<file path="config.mk">
export PLATFORM = sky130hd
export DESIGN_NAME = newton_cube_root
export DESIGN_NICKNAME = d
export VERILOG_FILES = /design/src/design/ncr_pkg.sv /design/src/design/ncr_div.sv /design/src/design/newton_cube_root.sv
export VERILOG_INCLUDE_DIRS = /design/src /design/src/design
export SDC_FILE = /design/constraint.sdc
export NUM_CORES = 2
export LEC_CHECK = 0
export ABC_AREA = 1
export ABC_CLOCK_PERIOD_IN_PS = 8380
export BUFFER_PORTS_ARGS = -buffer_cell sky130_fd_sc_hd__buf_2
export CAP_MARGIN = 0
export CORE_UTILIZATION = 50
export CTS_BUF_LIST = sky130_fd_sc_hd__clkbuf_4 sky130_fd_sc_hd__clkbuf_8 sky130_fd_sc_hd__clkbuf_16
export DETAILED_ROUTE_END_ITERATION = 10
export GPL_ROUTABILITY_DRIVEN = 1
export PLACE_DENSITY = 0.66
export RECOVER_POWER = 50
export SLEW_MARGIN = 10
export SYNTH_ARGS = -nofsm -noshare
export SYNTH_HDL_FRONTEND = slang
export SYNTH_SLANG_ARGS = --single-unit
</file>
<file path="constraint.sdc">
create_clock -name clk -period 8.38 [get_ports clk]
set_input_delay 0.838 -clock clk [delete_from_list [all_inputs] [get_ports clk]]
set_output_delay 0.838 -clock clk [all_outputs]
set_load 0.01 [all_outputs]
</file>
<file path="src/design/newton_cube_root_assert.svh">
// Assertion macros shared by the cube root design files.
`ifndef NEWTON_CUBE_ROOT_ASSERT_SVH
`define NEWTON_CUBE_ROOT_ASSERT_SVH

// Same-cycle implication, checked outside reset.
`define NCR_ASSERT_NOW(label, clk, rst_n, cond, expr) \
    label: assert property (@(posedge clk) disable iff (!rst_n) (cond) |-> (expr)) \
        else $error("same-cycle check failed");

// Next-cycle implication, checked outside reset.
`define NCR_ASSERT_NEXT(label, clk, rst_n, cond, expr) \
    label: assert property (@(posedge clk) disable iff (!rst_n) (cond) |=> (expr)) \
        else $error("next-cycle check failed");

`endif

</file>
<file path="src/design/ncr_pkg.sv">
package ncr_pkg;

    // Default number of fraction bits of operand and root
    localparam int FRAC_BITS_DEF = 16;

    // Field and register widths
    localparam int OPERAND_W = 32;
    localparam int ROOT_W    = 23;
    localparam int TOL_W     = 16;
    localparam int LIMIT_W   = 8;
    localparam int CFG_W     = 16;
    localparam int CFG_IDX_W = 1;

    // Datapath widths: divider, estimate (< 2^61) and second quotient (<= 2^62)
    localparam int DIV_W = 64;
    localparam int Y_W   = 62;
    localparam int Q_W   = 63;

    // Second quotient saturates here
    localparam logic [DIV_W-1:0] Q_SAT = DIV_W'(1) << 62;

    // Division by three: one 16-bit digit per cycle, remainder carried in two bits
    localparam int D3_DIGIT_W = 16;
    localparam int D3_CHUNK_W = D3_DIGIT_W + 2;
    localparam int D3_STEPS   = DIV_W / D3_DIGIT_W;
    localparam int D3_CNT_W   = $clog2(D3_STEPS + 1);

    // Newton step divides the weighted sum by three
    localparam logic [D3_CHUNK_W-1:0] NEWTON_DEN = D3_CHUNK_W'(3);

    // Reciprocal of three, ceil(2^19 / 3), exact for every 18-bit chunk below 3 * 2^16
    localparam logic [D3_CHUNK_W-1:0] D3_RECIP = D3_CHUNK_W'(174763);
    localparam int                    D3_SHIFT = 19;

    // Largest root magnitude the root field holds
    localparam logic [ROOT_W-2:0] ROOT_MAG_MAX = '1;

    // Reset values of the configuration registers
    localparam logic [TOL_W-1:0]   TOL_RESET   = TOL_W'(1);
    localparam logic [LIMIT_W-1:0] LIMIT_RESET = LIMIT_W'(64);

    // Configuration register indexes
    localparam logic [CFG_IDX_W-1:0] REG_TOLERANCE  = CFG_IDX_W'(0);
    localparam logic [CFG_IDX_W-1:0] REG_ITER_LIMIT = CFG_IDX_W'(1);

    // Sequencer states
    typedef enum logic [2:0] {
        ST_IDLE,
        ST_LOOP,
        ST_Q1,
        ST_Q2,
        ST_SUM,
        ST_Y3,
        ST_FINISH
    } state_t;

endpackage

</file>
<file path="src/design/ncr_div.sv">
`include "newton_cube_root_assert.svh"

module ncr_div #(
    parameter int WIDTH = ncr_pkg::DIV_W
) (
    input  logic             clk,
    input  logic             rst_n,
    input  logic             start,
    input  logic [WIDTH-1:0] num,
    input  logic [WIDTH-1:0] den,
    output logic             done,
    output logic [WIDTH-1:0] quo
);

    localparam int CNT_W = $clog2(WIDTH + 1);

    logic [CNT_W-1:0] cnt_reg, cnt_next;
    logic             done_reg, done_next;
    logic [WIDTH-1:0] quo_reg, quo_next;
    logic [WIDTH-1:0] rem_reg, rem_next;
    logic [WIDTH-1:0] den_reg, den_next;
    logic [WIDTH:0]   rem_shift;
    logic [WIDTH:0]   rem_diff;
    logic             fits;

    // Trial subtract of one restoring step
    always_comb
    begin
        rem_shift = {rem_reg, quo_reg[WIDTH-1]};
        rem_diff  = rem_shift - {1'b0, den_reg};
        fits      = (rem_shift >= {1'b0, den_reg});
    end

    // Load on start, then retire one quotient bit per cycle
    always_comb
    begin
        cnt_next  = cnt_reg;
        quo_next  = quo_reg;
        rem_next  = rem_reg;
        den_next  = den_reg;
        done_next = 1'b0;
        if (start)
        begin
            cnt_next = CNT_W'(WIDTH);
            quo_next = num;
            rem_next = '0;
            den_next = den;
        end
        else if (cnt_reg != '0)
        begin
            rem_next  = fits ? rem_diff[WIDTH-1:0] : rem_shift[WIDTH-1:0];
            quo_next  = {quo_reg[WIDTH-2:0], fits};
            cnt_next  = cnt_reg - CNT_W'(1);
            done_next = (cnt_reg == CNT_W'(1));
        end
    end

    // Control registers
    always_ff @(posedge clk or negedge rst_n)
    begin
        if (!rst_n)
        begin
            cnt_reg  <= '0;
            done_reg <= 1'b0;
        end
        else
        begin
            cnt_reg  <= cnt_next;
            done_reg <= done_next;
        end
    end

    // Working registers
    always_ff @(posedge clk)
    begin
        quo_reg <= quo_next;
        rem_reg <= rem_next;
        den_reg <= den_next;
    end

    assign done = done_reg;
    assign quo  = quo_reg;

    // A division is only started on an idle divider
    `NCR_ASSERT_NOW(a_div_start_idle, clk, rst_n, start, cnt_reg == '0)

endmodule

</file>
<file path="src/design/newton_cube_root.sv">
// Signed fixed-point cube root by Newton iteration. Pulse start while busy is low to
// hand over one operand; busy stays high until the result appears on root and
// converged, marked by done for exactly one cycle, which the receiver must take then.
// Each Newton step runs two serial divisions (a/y, then by y again) in one
// shared restoring divider, then divides the weighted sum by three sixteen bits a
// cycle, with the LOOP, SUM and closing Y3 states for sequencing; the second division
// is skipped when the first quotient saturates. A zero operand skips the iteration.
// Tolerance and iteration limit are to be written by the user through
// wr_en/wr_index/wr_data while the block is idle; the block itself does not enforce this.
`include "newton_cube_root_assert.svh"

module newton_cube_root #(
    parameter int FRAC_BITS = ncr_pkg::FRAC_BITS_DEF
) (
    input  logic                             clk,
    input  logic                             rst_n,
    input  logic                             start,
    output logic                             busy,
    input  logic signed [ncr_pkg::OPERAND_W-1:0] operand,
    output logic                             done,
    output logic signed [ncr_pkg::ROOT_W-1:0] root,
    output logic                             converged,
    input  logic                             wr_en,
    input  logic [ncr_pkg::CFG_IDX_W-1:0]    wr_index,
    input  logic [ncr_pkg::CFG_W-1:0]        wr_data
);

    localparam int DW = ncr_pkg::DIV_W;
    localparam int YW = ncr_pkg::Y_W;
    localparam int QW = ncr_pkg::Q_W;
    localparam int OW = ncr_pkg::OPERAND_W;
    localparam int RW = ncr_pkg::ROOT_W;
    localparam int LW = ncr_pkg::LIMIT_W;
    localparam int TW = ncr_pkg::TOL_W;
    localparam int GW = ncr_pkg::D3_DIGIT_W;
    localparam int CW = ncr_pkg::D3_CHUNK_W;
    localparam int PW = 2 * ncr_pkg::D3_CHUNK_W;
    localparam int NW = ncr_pkg::D3_CNT_W;

    // First quotient above this saturates the second one
    localparam logic [DW-1:0] Q1_LIMIT = ncr_pkg::Q_SAT >> FRAC_BITS;

    ncr_pkg::state_t state_reg, state_next;

    logic [TW-1:0] tol_reg, tol_next;
    logic [LW-1:0] lim_reg, lim_next;
    logic [LW-1:0] iter_reg, iter_next;
    logic          done_reg, done_next;

    logic [OW-1:0] a_reg, a_next;
    logic          neg_reg, neg_next;
    logic [YW-1:0] y_reg, y_next;
    logic [QW-1:0] q_reg, q_next;
    logic          conv_reg, conv_next;
    logic [RW-1:0] root_reg, root_next;
    logic          converged_reg, converged_next;

    logic [DW-1:0] d3_reg, d3_next;
    logic [1:0]    d3_rem_reg, d3_rem_next;
    logic [NW-1:0] d3_cnt_reg, d3_cnt_next;

    logic          accept;
    logic [OW-1:0] mag_in;
    logic          div_start;
    logic [DW-1:0] div_num;
    logic [DW-1:0] div_den;
    logic          div_done;
    logic [DW-1:0] div_quo;
    logic [YW-1:0] y_new;
    logic [YW-1:0] y_diff;
    logic          small_step;
    logic          q1_sat;
    logic [DW-1:0] q2_clip;
    logic [RW-2:0] root_mag;
    logic [CW-1:0] d3_chunk;
    logic [PW-1:0] d3_prod;
    logic [GW-1:0] d3_digit;
    logic [CW-1:0] d3_back;

    assign accept = start && !busy;
    assign mag_in = operand[OW-1] ? OW'(-operand) : OW'(operand);

    // One digit of the division by three: reciprocal multiply, then remainder
    always_comb
    begin
        d3_chunk = {d3_rem_reg, d3_reg[DW-1 -: GW]};
        d3_prod  = PW'(d3_chunk) * PW'(ncr_pkg::D3_RECIP);
        d3_digit = d3_prod[ncr_pkg::D3_SHIFT +: GW];
        d3_back  = d3_chunk - CW'(d3_digit) * ncr_pkg::NEWTON_DEN;
    end

    // Step result and its distance from the current estimate
    always_comb
    begin
        y_new      = d3_reg[YW-1:0];
        y_diff     = (y_new > y_reg) ? (y_new - y_reg) : (y_reg - y_new);
        small_step = (y_diff < YW'(tol_reg));
        q1_sat     = (div_quo > Q1_LIMIT);
        q2_clip    = (div_quo > ncr_pkg::Q_SAT) ? ncr_pkg::Q_SAT : div_quo;
        root_mag   = (y_reg > YW'(ncr_pkg::ROOT_MAG_MAX)) ? ncr_pkg::ROOT_MAG_MAX
                                                          : y_reg[RW-2:0];
    end

    // Next state of the sequencer
    always_comb
    begin
        state_next = state_reg;
        case (state_reg)
            ncr_pkg::ST_IDLE:
            begin
                if (accept)
                begin
                    state_next = (mag_in == '0) ? ncr_pkg::ST_FINISH : ncr_pkg::ST_LOOP;
                end
            end
            ncr_pkg::ST_LOOP:
            begin
                if (iter_reg >= lim_reg || y_reg == '0)
                begin
                    state_next = ncr_pkg::ST_FINISH;
                end
                else
                begin
                    state_next = ncr_pkg::ST_Q1;
                end
            end
            ncr_pkg::ST_Q1:
            begin
                if (div_done)
                begin
                    state_next = q1_sat ? ncr_pkg::ST_SUM : ncr_pkg::ST_Q2;
                end
            end
            ncr_pkg::ST_Q2:
            begin
                if (div_done)
                begin
                    state_next = ncr_pkg::ST_SUM;
                end
            end
            ncr_pkg::ST_SUM:
            begin
                state_next = ncr_pkg::ST_Y3;
            end
            ncr_pkg::ST_Y3:
            begin
                if (d3_cnt_reg == '0)
                begin
                    state_next = small_step ? ncr_pkg::ST_FINISH : ncr_pkg::ST_LOOP;
                end
            end
            ncr_pkg::ST_FINISH:
            begin
                state_next = ncr_pkg::ST_IDLE;
            end
            default:
            begin
                state_next = ncr_pkg::ST_IDLE;
            end
        endcase
    end

    // Divider commands
    always_comb
    begin
        div_start = 1'b0;
        div_num   = '0;
        div_den   = DW'(y_reg);
        case (state_reg)
            ncr_pkg::ST_LOOP:
            begin
                div_start = (iter_reg < lim_reg) && (y_reg != '0);
                div_num   = DW'(a_reg) << FRAC_BITS;
            end
            ncr_pkg::ST_Q1:
            begin
                div_start = div_done && !q1_sat;
                div_num   = div_quo << FRAC_BITS;
            end
            default:
            begin
                div_start = 1'b0;
            end
        endcase
    end

    // Datapath and configuration next values
    always_comb
    begin
        tol_next       = tol_reg;
        lim_next       = lim_reg;
        iter_next      = iter_reg;
        done_next      = 1'b0;
        a_next         = a_reg;
        neg_next       = neg_reg;
        y_next         = y_reg;
        q_next         = q_reg;
        conv_next      = conv_reg;
        root_next      = root_reg;
        converged_next = converged_reg;
        d3_next        = d3_reg;
        d3_rem_next    = d3_rem_reg;
        d3_cnt_next    = d3_cnt_reg;

        if (wr_en)
        begin
            case (wr_index)
                ncr_pkg::REG_TOLERANCE:  tol_next = wr_data[TW-1:0];
                ncr_pkg::REG_ITER_LIMIT: lim_next = wr_data[LW-1:0];
                default:                 tol_next = tol_reg;
            endcase
        end

        case (state_reg)
            ncr_pkg::ST_IDLE:
            begin
                if (accept)
                begin
                    a_next    = mag_in;
                    neg_next  = operand[OW-1];
                    y_next    = YW'(mag_in);
                    iter_next = '0;
                    conv_next = (mag_in == '0);
                end
            end
            ncr_pkg::ST_Q1:
            begin
                if (div_done && q1_sat)
                begin
                    q_next = ncr_pkg::Q_SAT[QW-1:0];
                end
            end
            ncr_pkg::ST_Q2:
            begin
                if (div_done)
                begin
                    q_next = q2_clip[QW-1:0];
                end
            end
            ncr_pkg::ST_SUM:
            begin
                // Load the weighted sum for the division by three
                d3_next     = DW'({y_reg, 1'b0}) + DW'(q_reg);
                d3_rem_next = '0;
                d3_cnt_next = NW'(ncr_pkg::D3_STEPS);
            end
            ncr_pkg::ST_Y3:
            begin
                if (d3_cnt_reg != '0)
                begin
                    // Shift out one dividend digit, shift in one quotient digit
                    d3_next     = {d3_reg[DW-GW-1:0], d3_digit};
                    d3_rem_next = d3_back[1:0];
                    d3_cnt_next = d3_cnt_reg - NW'(1);
                end
                else
                begin
                    y_next    = y_new;
                    iter_next = iter_reg + LW'(1);
                    conv_next = small_step;
                end
            end
            ncr_pkg::ST_FINISH:
            begin
                root_next      = neg_reg ? -{1'b0, root_mag} : {1'b0, root_mag};
                converged_next = conv_reg;
                done_next      = 1'b1;
            end
            default:
            begin
                done_next = 1'b0;
            end
        endcase
    end

    // Control registers
    always_ff @(posedge clk or negedge rst_n)
    begin
        if (!rst_n)
        begin
            state_reg  <= ncr_pkg::ST_IDLE;
            tol_reg    <= ncr_pkg::TOL_RESET;
            lim_reg    <= ncr_pkg::LIMIT_RESET;
            iter_reg   <= '0;
            done_reg   <= 1'b0;
            d3_cnt_reg <= '0;
        end
        else
        begin
            state_reg  <= state_next;
            tol_reg    <= tol_next;
            lim_reg    <= lim_next;
            iter_reg   <= iter_next;
            done_reg   <= done_next;
            d3_cnt_reg <= d3_cnt_next;
        end
    end

    // Payload registers
    always_ff @(posedge clk)
    begin
        a_reg         <= a_next;
        neg_reg       <= neg_next;
        y_reg         <= y_next;
        q_reg         <= q_next;
        conv_reg      <= conv_next;
        root_reg      <= root_next;
        converged_reg <= converged_next;
        d3_reg        <= d3_next;
        d3_rem_reg    <= d3_rem_next;
    end

    ncr_div #(
        .WIDTH (DW)
    ) u_div (
        .clk   (clk),
        .rst_n (rst_n),
        .start (div_start),
        .num   (div_num),
        .den   (div_den),
        .done  (div_done),
        .quo   (div_quo)
    );

    assign busy      = (state_reg != ncr_pkg::ST_IDLE);
    assign done      = done_reg;
    assign root      = root_reg;
    assign converged = converged_reg;

    // Accepted item keeps the block busy
    `NCR_ASSERT_NEXT(a_accept_busy, clk, rst_n, start && !busy, busy)
    // Result strobe lasts one cycle
    `NCR_ASSERT_NEXT(a_done_pulse, clk, rst_n, done, !done)
    // Result is shown only once the sequencer is back at rest
    `NCR_ASSERT_NOW(a_done_idle, clk, rst_n, done, !busy)
    // Divider finishes only while the sequencer waits for it
    `NCR_ASSERT_NOW(a_div_wait, clk, rst_n, div_done, state_reg inside {ncr_pkg::ST_Q1, ncr_pkg::ST_Q2})

endmodule

</file>
# After elaboration in Yosys (flattened, before gate mapping)
# Cells that the tools add are included.
# op_classes
add_sub_neg	10
multipliers	2
n_lt_le_gt_ge	8
n_eq_ne	14
muxes	42
n_bitwise	1
reduce_logical	26
# ops
operator	count
two-way mux 64 bit	4
case mux 64 bit (2 select lines)	2
two-way mux 63 bit	3
two-way mux 62 bit	3
case mux 63 bit (2 select lines)	1
case mux 62 bit (2 select lines)	1
subtractor 62 bit	2
greater-or-equal comparator 65 x 62 -> 1 bit	1
adder 63 x 63 -> 64 bit	1
greater-than comparator 64 x 47 -> 1 bit (second input constant)	1
greater-than comparator 64 x 63 -> 1 bit (second input constant)	1
subtractor 64 x 62 -> 64 bit	1
greater-than comparator 62 x 22 -> 1 bit (second input constant)	1
greater-than comparator 62 bit	1
logical NOT 62 bit	1
< comparator 62 x 16 -> 1 bit	1
nonzero test 62 bit	1
two-way mux 22 bit	2
multiplier 18 x 18 -> 35 bit (second input constant)	1
logical NOT 32 bit	1
two-way mux 32 bit	1
negation 32 bit	1
two-way mux 3 bit	9
negation 22 -> 23 bit	1
33 further kinds	61
# word_totals
ff_bits	486
inputBits	53
out_inout_bits	26
elab_cells	124

# Logic depth before layout (Yosys ltp)
# depth
ltp_word	6
mapped_depth	36

# Modules after synthesis
# A second synthesis with hierarchy kept.
# hier_totals
hier_cells	7453
hier_area_um2	49182.2
# modules_own_cells
module	instances	cells_each	area_per_inst_um2
newton_cube_root	1	5264	34732.1
ncr_div	1	2189	14450.1

# Worst setup path after synthesis
# No wires, ideal clock.
# synth_timing
kind	flip-flop to flip-flop
startpoint	reg state_reg[1]
endpoint	reg q_reg[0], enable pin
setup_time_ns	0.580
arrival_time_ns	5.538
t_required_ns	7.800
path_slack_ns	2.262
path_stages_with_launch	7
path_buffers	0
synth_period_minus_slack_ns	6.118
path_cell_list	dfrtp_1 -> inv_1 -> nor2_1 -> inv_1 -> nor2_1 -> nand2_1 -> a21boi_0
# synth_via
elab_chain_cells	3
word_cells_on_any_way	6
# synth_lines
item	line	text
from (decl)	newton_cube_root.sv:43	ncr_pkg::state_t state_reg, state_next;
from (signal assigned)	newton_cube_root.sv:281	state_reg <= ncr_pkg::ST_IDLE;
from (signal assigned)	newton_cube_root.sv:290	state_reg <= state_next;
== test 3 x 2 -> 1 bit	newton_cube_root.sv:214	case (state_reg)
inequality test 2 bit (no line), or another cell as far along	-	
AND reduction 3 bit (no line) (*)	-	
to (signal assigned)	newton_cube_root.sv:305	q_reg <= q_next;
to (decl)	newton_cube_root.sv:53	logic [QW-1:0] q_reg, q_next;
# Mark *: on every way between the ends. The rest lies on a longest branch, timed or not.
# A chain may end at the register's enable or synchronous reset.

# Worst setup path in the final report
# layout_timing
startpoint	reg state_reg[0]
endpoint	reg y_reg[39], enable pin
# layout_via
elab_chain_cells	5
word_cells_on_any_way	9
# layout_lines
item	line	text
nonzero test 3 bit	newton_cube_root.sv:325	assign busy = (state_reg != ncr_pkg::ST_IDLE);
logical NOT 1 bit	newton_cube_root.sv:80	assign accept = start && !busy;
logical AND 1 bit	newton_cube_root.sv:80	
inequality test 2 bit (no line)	-	
AND reduction 3 bit (no line) (*)	-	
to (signal assigned)	newton_cube_root.sv:304	y_reg <= y_next;
to (decl)	newton_cube_root.sv:52	logic [YW-1:0] y_reg, y_next;
# Marked as above.

==> reports/metrics.csv <==
metric;value;unit
io-pin-count;79;
grt_start_max_net_pins;83;
setup_violations;0;
arrival;7.35;ns
rr_startpoint;state_reg[0]$_DFFE_PN0P_;
reg2reg_depth;8;
rsz0062_at_grt;false;
cts_root_buffer;clkbuf_16;
syn-cell-area;46200;sq um
clock_path_buffers;3;
overflow;0;
postRouteAntennaNets;0;
synth-seq-cells;486;
route.detailed.drc;0;
die_x;306;microns
cts_resized;0;
coreArea;91500;sq um
fin_crit_sh;0.844;
cp-start-kind;flop;
synth.area.top_cells;edfxtp_1, nand2_1, ha_1;
htreeDepth;2;
synth_top_area_frac;0.244;
critPathMaxFanout;55;
cts_tree;yes;
min_path_type;input pin to flop;
final_nets;7336;
cts_made_buffers;58;
hold_viol;0;
r2r_slack;1.31;ns
drive_gt1_frac;0.0432;
cts_setup_buffers;0;
clk_pin_slew_worst_paths;0.07;ns
grt_antenna_before_repair;11;
syn2layout_area_growth;8.05;%
die_h;306;microns
gp_congestion;1.05;
fin_setup_tns;0;ns
status;finished with violations;
clock-sinks;486;
slew_violations;334;
clkLatencyLatePin;0.71;ns
yosys_warnings;0;
startpoint;state_reg[0]$_DFFE_PN0P_;
synth_seq_area_share;0.297;
track_usage;0.391;
synth_fp_nets;7264;
ctsHoldBuffers;0;
fmax;0.141;GHz
synthFlopType;edfxtp_1;
criticalPathCategory;flop to flop;
required;8.66;ns
synth.distinct_cells;66;
start_util;0.505;
relSlewSlack;-1.39;
worst-slew-pin-transition;3.58;ns
avgViaCountPerCell;5.61;
syn_inst;6667;
final.min_clock_period;7.07;ns
drtPass1Iterations;6;
grt_pass1_vias;42549;
timing.rr.end;y_reg[39]$_SDFFCE_PN0P_;
dieArea;93600;sq um
endpoint;y_reg[39]$_SDFFCE_PN0P_;
wl;185000;microns
synth.avg_cell_area;6.93;sq um
crit_path_end_kind;flop;
synthArstFlopShare;0.0967;
fillers;9193;
io_buffers;78;
violations;max-capacitance violations, max-slew violations;
hpwl;155000;microns
grt_pass1_wl;270000;microns
synthMostInstantiatedCell;nand2_1;
skew;0.0684;ns
dr.first_iter.drc_count;5031;
detail_route.wl_per_cell;23.2;microns
cap_viol_max_count;7;
rows;111;
synth_edf_count;375;
synth_top_cell_by_area;edfxtp_1;
synth_commonest_cells;nand2_1, inv_1, nor2_1, ha_1, a21oi_1;
num_vias;44779;
==> through the flow <==
stage               utilization  worst slack (ns)  hold slack (ns)  instances  instance area, sq um
floorplan                     -              2.26            0.400       6667                 46200
global placement          0.524              2.00            0.458       7865                 47900
detailed placement        0.524              2.03            0.459       7865                 47900
CTS                       0.546              2.02            0.260       7973                 50000
global route              0.545             0.940            0.388       7973                 49900
finish                    0.545              1.31            0.381       7975                 49900
==> logic make-up after synthesis <==
logic type / share of synthesized area
buf+inv: 0.117
simple gates: 0.270
fa+ha+maj: 0.166
xor+xnor: 0.0292
mux: 0.000217
compound gates: 0.121
flops: 0.297
==> metal layers <==
layer  global-route usage  routed length, microns  up-vias
met5                    0                      98        -
li1                     -                       -    21388
met4                0.196                   10700       12
met3               0.0666                   16700      398
met1                0.509                   74800    20946
met2                0.628                   82700     2035
==> how the worst min path moves through the flow <==
stage | start | to | slack, ns | cells past startpoint
finish | operand[0] | a_reg[0]$_DFFE_PP_ | 0.38 | 1
global route | operand[0] | a_reg[0]$_DFFE_PP_ | 0.39 | 1
detailed placement | u_div.rem_reg[6]$_SDFFE_PP0P_ | u_div.rem_reg[6]$_SDFFE_PP0P_ | 0.46 | 2
global placement | u_div.rem_reg[26]$_SDFFE_PP0P_ | u_div.rem_reg[26]$_SDFFE_PP0P_ | 0.46 | 2
CTS | rst_n | tol_reg[5]$_DFFE_PN0P_ | 0.26 | 2
floorplan | conv_reg$_DFFE_PP_ | converged$_DFFE_PP_ | 0.40 | 0
==> area by class of cell <==
cell class	count	area, sq um	share of cell area
timing repair buffer	110	569	0.0114
clock buffer	65	1500	0.0301
sequential	486	13700	0.275
clock inverter	43	538	0.0108
tap	1186	1480	0.0297
multi-input combinational	4766	27100	0.544
antenna	2	5.00	0.000100
inverter	1317	4950	0.0991
==> critical path, cell delays in order, from the launching register on <==
cell	delay, ns
dfrtp_1	0.42
inv_1	0.14
nor3_4	0.16
clkbuf_1	1.58
clkinvlp_2	2.23
nor2_1	0.62
nor2_1	0.10
inv_2	0.47
buf_4	0.72
==> cells in the final DEF (no fill, tap or decap), types with 13 or more instances in the layout <==
master	synthesis	layout
nand2_1	1918	1917
inv_1	1288	1286
nor2_1	613	610
ha_1	430	430
a21oi_1	425	425
o21ai_0	400	400
edfxtp_1	375	375
nand3_1	249	249
fa_1	114	114
xor2_1	91	91
nand4_1	73	73
nor3_1	67	66
dfxtp_1	64	64
xnor2_1	63	63
clkbuf_16	0	58
buf_2	14	50
dfrtp_1	45	45
o21a_1	38	38
clkbuf_1	66	35
a31oi_1	33	33
inv_2	24	25
buf_4	5	25
nand2_2	24	23
o21bai_1	22	22
nand3b_1	21	21
o211ai_1	21	21
nor4_1	19	19
a21o_1	18	18
or2_2	16	16
nor2_4	13	15
nor2_2	12	13
Power is not shown: default switching activity piles up to over one toggle a cycle in this logic, so the estimate is an artifact.
